==> src/sv/pes_pkg.sv <==
`timescale 1ns / 1ps
// ----------------------------------------------------------------------------
// pes_pkg
// shared constants for the product-except-self block
// ----------------------------------------------------------------------------
package pes_pkg;

  localparam int unsigned MAX_LEN_DEF    = 64;
  localparam int unsigned DATA_WIDTH_DEF = 32;
  localparam int unsigned VALUE_W        = 32;
  localparam int unsigned POS_W          = 6;
  localparam int unsigned MUL_CHUNK      = 32;

endpackage

==> src/sv/pes_if.sv <==
`timescale 1ns / 1ps
// ----------------------------------------------------------------------------
// pes_in_if / pes_out_if
// valid/ready channels for element beats and result beats
// ----------------------------------------------------------------------------
interface pes_in_if import pes_pkg::*; ();
  logic                      valid;
  logic                      ready;
  logic signed [VALUE_W-1:0] value;
  logic                      last_item;

  modport source (output valid, output value, output last_item, input ready);
  modport sink (input valid, input value, input last_item, output ready);
endinterface

interface pes_out_if import pes_pkg::*; ();
  logic                      valid;
  logic                      ready;
  logic signed [VALUE_W-1:0] product;
  logic [POS_W-1:0]          position;
  logic                      truncated;
  logic                      last_result;

  modport source (output valid, output product, output position, output truncated,
                  output last_result, input ready);
  modport sink (input valid, input product, input position, input truncated,
                input last_result, output ready);
endinterface

==> src/sv/pes_mul.sv <==
`timescale 1ns / 1ps
// ----------------------------------------------------------------------------
// pes_mul
// shared wrapping multiplier, one 32x32 partial product per cycle
// ----------------------------------------------------------------------------
module pes_mul import pes_pkg::*; #(
  parameter int unsigned DATA_WIDTH = DATA_WIDTH_DEF
) (
  input  logic                  clk_i,
  input  logic                  rst_ni,
  input  logic                  start_i,
  input  logic [DATA_WIDTH-1:0] a_i,
  input  logic [DATA_WIDTH-1:0] b_i,
  output logic                  done_o,
  output logic [DATA_WIDTH-1:0] res_o
);

  localparam int unsigned STEPS     = (DATA_WIDTH > MUL_CHUNK) ? 3 : 1;
  localparam logic [1:0]  LAST_STEP = 2'(STEPS - 1);

  logic                  busy_q;
  logic [1:0]            step_q;
  logic [DATA_WIDTH-1:0] a_q, b_q, acc_q, acc_d;
  logic [63:0]           a_w, b_w, prod, addend, base, sum;
  logic [31:0]           x, y;

  assign a_w = 64'(a_q);
  assign b_w = 64'(b_q);

  always_comb begin
    case (step_q)
      2'd0: begin
        x = a_w[31:0];
        y = b_w[31:0];
      end
      2'd1: begin
        x = a_w[31:0];
        y = b_w[63:32];
      end
      default: begin
        x = a_w[63:32];
        y = b_w[31:0];
      end
    endcase
  end

  assign prod   = 64'(x) * 64'(y);
  assign addend = (step_q == 2'd0) ? prod : {prod[31:0], 32'd0};
  assign base   = (step_q == 2'd0) ? 64'd0 : 64'(acc_q);
  assign sum    = base + addend;
  assign acc_d  = sum[DATA_WIDTH-1:0];

  assign done_o = busy_q && (step_q == LAST_STEP);
  assign res_o  = acc_d;

  always_ff @(posedge clk_i or negedge rst_ni) begin
    if (!rst_ni) begin
      busy_q <= 1'b0;
      step_q <= 2'd0;
    end else if (start_i) begin
      busy_q <= 1'b1;
      step_q <= 2'd0;
    end else if (busy_q) begin
      if (step_q == LAST_STEP) begin
        busy_q <= 1'b0;
      end
      step_q <= step_q + 2'd1;
    end
  end

  always_ff @(posedge clk_i) begin
    if (start_i) begin
      a_q <= a_i;
      b_q <= b_i;
    end
    if (busy_q) begin
      acc_q <= acc_d;
    end
  end

endmodule

==> src/sv/pes_store.sv <==
`timescale 1ns / 1ps
// ----------------------------------------------------------------------------
// pes_store
// element and prefix store, one write and one registered read port
// ----------------------------------------------------------------------------
module pes_store import pes_pkg::*; #(
  parameter int unsigned MAX_LEN    = MAX_LEN_DEF,
  parameter int unsigned DATA_WIDTH = DATA_WIDTH_DEF,
  localparam int unsigned IDX_W     = $clog2(MAX_LEN)
) (
  input  logic                    clk_i,
  input  logic                    we_i,
  input  logic [IDX_W-1:0]        waddr_i,
  input  logic [2*DATA_WIDTH-1:0] wdata_i,
  input  logic                    re_i,
  input  logic [IDX_W-1:0]        raddr_i,
  output logic [2*DATA_WIDTH-1:0] rdata_o
);

  logic [2*DATA_WIDTH-1:0] mem_q [MAX_LEN];
  logic [2*DATA_WIDTH-1:0] rdata_q;

  always_ff @(posedge clk_i) begin
    if (we_i) begin
      mem_q[waddr_i] <= wdata_i;
    end
    if (re_i) begin
      rdata_q <= mem_q[raddr_i];
    end
  end

  assign rdata_o = rdata_q;

endmodule

==> src/sv/product_except_self.sv <==
`timescale 1ns / 1ps
// ----------------------------------------------------------------------------
// product_except_self
// product of all other elements, by stored prefixes and a running suffix
//
//   channel  dir  beat
//   in_i     in   value, last_item
//   out_o    out  product, position, truncated, last_result
//
// a loaded element is accepted in S_IDLE and its prefix multiply ends in S_PFX
// (one shared multiplier, one or three partial products per multiply)
// after the last element each result steps through S_RD, S_PM, S_PW, S_OUT
// and S_SW: two multiplies and one store read per index, plus output stalls
// results leave from an output register, so a pending result does not
// block the next element; no clearing pass after reset
// ----------------------------------------------------------------------------
module product_except_self import pes_pkg::*; #(
  parameter int unsigned MAX_LEN    = MAX_LEN_DEF,
  parameter int unsigned DATA_WIDTH = DATA_WIDTH_DEF
) (
  input  logic      clk_i,
  input  logic      rst_ni,
  pes_in_if.sink    in_i,
  pes_out_if.source out_o
);

  localparam int unsigned CNT_W = $clog2(MAX_LEN + 1);
  localparam int unsigned IDX_W = $clog2(MAX_LEN);
  localparam int unsigned DW    = DATA_WIDTH;

  typedef enum logic [6:0] {
    S_IDLE = 7'b0000001,
    S_PFX  = 7'b0000010,
    S_RD   = 7'b0000100,
    S_PM   = 7'b0001000,
    S_PW   = 7'b0010000,
    S_OUT  = 7'b0100000,
    S_SW   = 7'b1000000
  } state_e;

  state_e            state_q;
  logic [CNT_W-1:0]  count_q;
  logic [IDX_W-1:0]  idx_q;
  logic [DW-1:0]     prefix_q, suffix_q, prod_q;
  logic              ovf_q, last_q;

  logic              out_valid_q, out_trunc_q, out_last_q;
  logic [VALUE_W-1:0] out_prod_q;
  logic [POS_W-1:0]  out_pos_q;

  logic              accept, full, slot_free;
  logic [DW-1:0]     v_ext;
  logic              mul_start, mul_done;
  logic [DW-1:0]     mul_a, mul_b, mul_res;
  logic              we, re;
  logic [2*DW-1:0]   rdata;
  logic [CNT_W-1:0]  count_inc;

  assign in_i.ready = (state_q == S_IDLE);
  assign accept     = in_i.valid && in_i.ready;
  assign full       = (count_q == CNT_W'(MAX_LEN));
  assign v_ext      = DW'(in_i.value);
  assign slot_free  = !out_valid_q || out_o.ready;
  assign count_inc  = count_q + CNT_W'(1);
  assign we         = accept && !full;
  assign re         = (state_q == S_RD);

  always_comb begin
    case (state_q)
      S_IDLE: begin
        mul_start = accept && !full;
        mul_a     = prefix_q;
        mul_b     = v_ext;
      end
      S_PM: begin
        mul_start = 1'b1;
        mul_a     = rdata[DW-1:0];
        mul_b     = suffix_q;
      end
      S_OUT: begin
        mul_start = slot_free;
        mul_a     = suffix_q;
        mul_b     = rdata[2*DW-1:DW];
      end
      default: begin
        mul_start = 1'b0;
        mul_a     = prefix_q;
        mul_b     = suffix_q;
      end
    endcase
  end

  pes_mul #(
    .DATA_WIDTH (DATA_WIDTH)
  ) u_mul (
    .clk_i   (clk_i),
    .rst_ni  (rst_ni),
    .start_i (mul_start),
    .a_i     (mul_a),
    .b_i     (mul_b),
    .done_o  (mul_done),
    .res_o   (mul_res)
  );

  pes_store #(
    .MAX_LEN    (MAX_LEN),
    .DATA_WIDTH (DATA_WIDTH)
  ) u_store (
    .clk_i   (clk_i),
    .we_i    (we),
    .waddr_i (count_q[IDX_W-1:0]),
    .wdata_i ({v_ext, prefix_q}),
    .re_i    (re),
    .raddr_i (idx_q),
    .rdata_o (rdata)
  );

  // sequencer
  always_ff @(posedge clk_i or negedge rst_ni) begin
    if (!rst_ni) begin
      state_q  <= S_IDLE;
      count_q  <= '0;
      idx_q    <= '0;
      prefix_q <= DW'(1);
      suffix_q <= DW'(1);
      ovf_q    <= 1'b0;
      last_q   <= 1'b0;
    end else begin
      case (state_q)
        S_IDLE: begin
          if (accept) begin
            last_q <= in_i.last_item;
            if (full) begin
              ovf_q <= 1'b1;
              if (in_i.last_item) begin
                idx_q    <= IDX_W'(MAX_LEN - 1);
                suffix_q <= DW'(1);
                state_q  <= S_RD;
              end
            end else begin
              count_q <= count_inc;
              state_q <= S_PFX;
            end
          end
        end
        S_PFX: begin
          if (mul_done) begin
            prefix_q <= mul_res;
            if (last_q) begin
              idx_q    <= IDX_W'(count_q - CNT_W'(1));
              suffix_q <= DW'(1);
              state_q  <= S_RD;
            end else begin
              state_q <= S_IDLE;
            end
          end
        end
        S_RD: begin
          state_q <= S_PM;
        end
        S_PM: begin
          state_q <= S_PW;
        end
        S_PW: begin
          if (mul_done) begin
            state_q <= S_OUT;
          end
        end
        S_OUT: begin
          if (slot_free) begin
            state_q <= S_SW;
          end
        end
        S_SW: begin
          if (mul_done) begin
            suffix_q <= mul_res;
            if (idx_q == '0) begin
              count_q  <= '0;
              prefix_q <= DW'(1);
              ovf_q    <= 1'b0;
              state_q  <= S_IDLE;
            end else begin
              idx_q   <= idx_q - IDX_W'(1);
              state_q <= S_RD;
            end
          end
        end
        default: begin
          state_q <= S_IDLE;
        end
      endcase
    end
  end

  always_ff @(posedge clk_i) begin
    if (state_q == S_PW && mul_done) begin
      prod_q <= mul_res;
    end
  end

  // output register
  always_ff @(posedge clk_i or negedge rst_ni) begin
    if (!rst_ni) begin
      out_valid_q <= 1'b0;
    end else if (state_q == S_OUT && slot_free) begin
      out_valid_q <= 1'b1;
    end else if (out_o.ready) begin
      out_valid_q <= 1'b0;
    end
  end

  always_ff @(posedge clk_i) begin
    if (state_q == S_OUT && slot_free) begin
      out_prod_q  <= VALUE_W'(prod_q);
      out_pos_q   <= POS_W'(idx_q);
      out_trunc_q <= ovf_q;
      out_last_q  <= (idx_q == '0);
    end
  end

  assign out_o.valid       = out_valid_q;
  assign out_o.product     = out_prod_q;
  assign out_o.position    = out_pos_q;
  assign out_o.truncated   = out_trunc_q;
  assign out_o.last_result = out_last_q;

endmodule

==> src/flat_wrapper.sv <==
// flat-port wrapper written by rule: the top's interface ports become plain ports
module product_except_self_flat import pes_pkg::*;
#(
  parameter int unsigned MAX_LEN    = MAX_LEN_DEF,
  parameter int unsigned DATA_WIDTH = DATA_WIDTH_DEF
)
  (clk_i, rst_ni, in_i_valid, in_i_value, in_i_last_item, in_i_ready, out_o_valid, out_o_product, out_o_position, out_o_truncated, out_o_last_result, out_o_ready);
  pes_in_if in_i_i ();
  pes_out_if out_o_i ();
  input  logic clk_i;
  input  logic rst_ni;
  input wire logic [$bits(in_i_i.valid)-1:0] in_i_valid;
  input wire logic [$bits(in_i_i.value)-1:0] in_i_value;
  input wire logic [$bits(in_i_i.last_item)-1:0] in_i_last_item;
  output wire logic [$bits(in_i_i.ready)-1:0] in_i_ready;
  output wire logic [$bits(out_o_i.valid)-1:0] out_o_valid;
  output wire logic [$bits(out_o_i.product)-1:0] out_o_product;
  output wire logic [$bits(out_o_i.position)-1:0] out_o_position;
  output wire logic [$bits(out_o_i.truncated)-1:0] out_o_truncated;
  output wire logic [$bits(out_o_i.last_result)-1:0] out_o_last_result;
  input wire logic [$bits(out_o_i.ready)-1:0] out_o_ready;
  assign in_i_i.valid = in_i_valid;
  assign in_i_i.value = in_i_value;
  assign in_i_i.last_item = in_i_last_item;
  assign in_i_ready = in_i_i.ready;
  assign out_o_valid = out_o_i.valid;
  assign out_o_product = out_o_i.product;
  assign out_o_position = out_o_i.position;
  assign out_o_truncated = out_o_i.truncated;
  assign out_o_last_result = out_o_i.last_result;
  assign out_o_i.ready = out_o_ready;
  product_except_self #(.MAX_LEN(MAX_LEN), .DATA_WIDTH(DATA_WIDTH)) u_core (.clk_i(clk_i), .rst_ni(rst_ni), .in_i(in_i_i), .out_o(out_o_i));
endmodule
==> config.mk <==
export PLATFORM = sky130hd
export DESIGN_NAME = product_except_self_flat
export DESIGN_NICKNAME = d
export VERILOG_FILES = /design/src/sv/pes_pkg.sv /design/src/sv/pes_if.sv /design/src/sv/pes_mul.sv /design/src/sv/pes_store.sv /design/src/sv/product_except_self.sv /design/src/flat_wrapper.sv
export SDC_FILE = /design/constraint.sdc
export NUM_CORES = 2
export LEC_CHECK = 0
export BUFFER_PORTS_ARGS = -buffer_cell sky130_fd_sc_hd__buf_4
export CORE_MARGIN = 1
export CORE_UTILIZATION = 35
export CTS_CLUSTER_DIAMETER = 60
export DETAILED_ROUTE_END_ITERATION = 8
export GPL_ROUTABILITY_DRIVEN = 0
export GPL_TIMING_DRIVEN = 0
export PLACE_DENSITY_LB_ADDON = 0.1
export REMOVE_ABC_BUFFERS = 1
export SLEW_MARGIN = 20
export SYNTH_ARGS = -nofsm -noshare
export SYNTH_HDL_FRONTEND = slang
export SYNTH_SLANG_ARGS = --single-unit
export TNS_END_PERCENT = 100
==> constraint.sdc <==
create_clock -name clk_i -period 29 [get_ports clk_i]
set_input_delay 2.9 -clock clk_i [delete_from_list [all_inputs] [get_ports clk_i]]
set_output_delay 2.9 -clock clk_i [all_outputs]
set_load 0.005 [all_outputs]
==> impl_metrics.csv <==
group,metric,value,unit
setup_path,startpoint_type,"flip-flop",
timing,worst_slack,17040,ps
clocking,cts-root-buf,"clkbuf_16",
global_routing,grt_use_total,0.217,
finish,drive_gt1_frac,0.280,
global_routing,grt_overflow_total,0,
drt,drc,0,
job,drv_cap,0,
synth,yosysWarnings,0,
min_path,hold_class,"reg -> reg",
clocking,clock-sinks,4418,
placement,io_buffers,78,
setup_path,endpoint,"u_core.prod_q[31]",
synth,synth_edf_count,4328,
die,die_h,728,um
drt,viasPerCell,5.50,
clocking,cts_tree,"built",
timing,hold_slack,422,ps
setup_path,worstSetupPathDepth,41,
setup_path,r2r-end,"u_core.prod_q[31]",
timing,fin_skew,85.9,ps
clocking,cts.reportedPaths.clkPinSlew,60,ps
run_status,outcome,"complete, no violations",
setup_path,ff2ff_path_depth,41,
clocking,post_cts_buffers,0,
setup_path,crit_fanout,65,
setup_path,crit_family,"adder cells",
synth,ys_seq_area_frac,0.716,
finish,final_nets,10300,
clocking,cts_hold_buffers,0,
drt,vias,93900,
clocking,ctsLongestPathBuffers,4,
synth,ys_seq_elements,4418,
setup_path,max_stage_delay,820,ps
timing,slew_violations,0,
timing,max_freq,83.6,MHz
timing,relSlewSlack,0.141,
clocking,clk_latency,1050,ps
global_routing,grt_max_degree,91,
die,start_util,0.352,
setup_path,crit_start,"u_core.u_mul.step_q[0]",
timing,timing_hold_violations_final,0,
setup_path,required,29710,ps
drt,drt_iter0_markers,11100,
global_routing,grt_pass1_wl,801000,um
drt,drt-total-wl,580000,um
placement,pre_cts_slack,17000,ps
synth,syn-cell-area,0.185,sq mm
clocking,numCtsBuffers,485,
die,die_area,0.530,sq mm
setup_path,path_buf_inv,7,
synth,synthDistinctLibCells,71,
timing,fin_crit_sh,0.412,
clocking,htree_levels,5,
synth,syn_inst,8964,
synth,avgSynthCellArea,20.6,sq um
timing,finalSetupViolations,0,
timing,grt_setup_unrepaired,"no",
setup_path,arrival,12670,ps
setup_path,r2r_setup_slack,17040,ps
finish,fillCellCount,45200,
drt,ant_nets,0,
drt,firstDrtPassIters,9,
drt,wl_per_cell,33.9,um
placement,hpwl,412000,um
finish,mostFrequentLayoutCells,"edfxtp_1 (4,328), mux4_2 (1,276), clkbuf_16 (488)",
timing,period_minus_slack,11960,ps
die,die_w,728,um
global_routing,grt_pass1_vias,97400,
die,core-area,0.525,sq mm
clocking,cts_resized,0,
timing,worst_pin_slew,1290,ps
synth,async_flop_share,0.0204,
setup_path,critPathCaptureType,"flip-flop",
die,ios,79,
synth,ys.flop_type,"edfxtp_1",
setup_path,worstSetupPathType,"reg -> reg",
die,num_rows,266,
finish,layout_commonest_cell,"edfxtp_1",
setup_path,critPathSlowestCell,"and2_0",
global_routing,antenna_found_initial,34,
setup_path,rr_startpoint,"u_core.u_mul.step_q[0]",
finish,syn2layout_area_growth,20.4,%
setup_path,cp_common_cell,"fa_1",
synthesized netlist by cell type, types with 13 or more instances:
cell type | count | share of area
nor2b_1 | 62 | 0.0021
edfxtp_1 | 4328 | 0.70
o21a_1 | 13 | 0.00053
dfrtp_1 | 87 | 0.012
o21ai_0 | 69 | 0.0019
inv_1 | 428 | 0.0087
a21oi_1 | 135 | 0.0037
nand2_1 | 467 | 0.0095
and2_1 | 59 | 0.0020
xnor2_1 | 78 | 0.0037
xor2_1 | 27 | 0.0013
nand3b_1 | 15 | 0.00061
ha_1 | 158 | 0.011
a22o_1 | 45 | 0.0021
o22ai_1 | 39 | 0.0013
mux2i_1 | 107 | 0.0058
nor2_1 | 376 | 0.0076
nor3_1 | 16 | 0.00043
and3_1 | 14 | 0.00047
nand2b_1 | 36 | 0.0012
a22oi_1 | 64 | 0.0026
clkbuf_1 | 324 | 0.0066
buf_1 | 108 | 0.0022
nand3_1 | 28 | 0.00076
mux4_2 | 1276 | 0.16
buf_2 | 17 | 0.00046
fa_1 | 409 | 0.044
a21o_1 | 25 | 0.0010
or2_2 | 39 | 0.0013
layout make-up:
class	count	area [sq um]	share of cell area
inverter	429	1610	0.00726
antenna	8	20.0	0.0000901
clock buffer	607	12700	0.0571
clock inverter	276	2240	0.0101
tap	6968	8720	0.0392
sequential	4418	132000	0.595
multi-input combinational	3662	49700	0.223
timing repair buffer	707	15000	0.0676
logic make-up (layout without fill, tap and decap cells):
group | count (synthesis) | after routing | share of synthesized area
other cells | 1 | 9 | 0.0000203
flops | 4418 | 4418 | 0.716
fa+ha+maj | 567 | 567 | 0.0551
compound gates | 441 | 441 | 0.0153
mux | 1384 | 1384 | 0.162
xor+xnor | 109 | 109 | 0.00544
simple gates | 1160 | 1160 | 0.0280
buf+inv | 884 | 2019 | 0.0183
worst reg2reg max path, delay by kind of cell (launching register included):
family | cells | cell delay, ps
adders and majority gates | 11 | 5180
AOI/OAI and AO/OA | 12 | 2570
and+or+nand+nor | 9 | 2260
xor gates and xnor gates | 2 | 670
buffers and inverters | 7 | 500
DFF | 1 | 430
metrics by stage:
| step | cells | utilization | setup TNS, ps | instance area (sq um) |
|---|---|---|---|---|
| global placement | 15600 | 0.366 | -4769320 | 192000 |
| finish | 17100 | 0.423 | 0 | 222000 |
| CTS | 17100 | 0.423 | 0 | 222000 |
| floorplan | 8509 | - | -1325860 | 183000 |
| detailed placement | 16200 | 0.395 | 0 | 207000 |
| global route | 17100 | 0.423 | 0 | 222000 |
state kept, by name, indices dropped and copies added (netlist names), 7 cells and up:
name / cells
u_core.prefix_q: 32
u_core.prod_q: 32
u_core.u_store.mem_q: 4096
u_core.u_mul.a_q: 32
u_core.u_mul.acc_q: 32
u_core.count_q: 7
u_core.state_q: 7
u_core.u_store.rdata_o: 64
u_core.u_mul.b_q: 32
u_core.suffix_q: 32
u_core.out_o.product: 32
layer usage:
layer	GRT usage	part of all wire	routed length [um]	vias up
li1	-	-	-	37500
met1	0.311	0.43	252000	52200
met2	0.351	0.48	277000	3353
met3	0.0297	0.059	34500	842
met4	0.0558	0.028	16200	14
met5	0	0.00016	92	-
how the worst min path moves through the flow:
stage                     depth (start not counted)  slack, ps         startpoint                  endpoint
after floorplan                                   0        400   u_core.prod_q[0]   u_core.out_o.product[0]
after global placement                            0        410   u_core.prod_q[4]   u_core.out_o.product[4]
after detailed placement                          0        410   u_core.prod_q[4]   u_core.out_o.product[4]
after CTS                                         0        430  u_core.prod_q[29]  u_core.out_o.product[29]
after global routing                              0        420   u_core.prod_q[4]   u_core.out_o.product[4]
final                                             0        420  u_core.prod_q[29]  u_core.out_o.product[29]
Power is left out: the tool's default activity adds up to more than one toggle a clock period on the data nets, which glitch-free logic cannot reach.
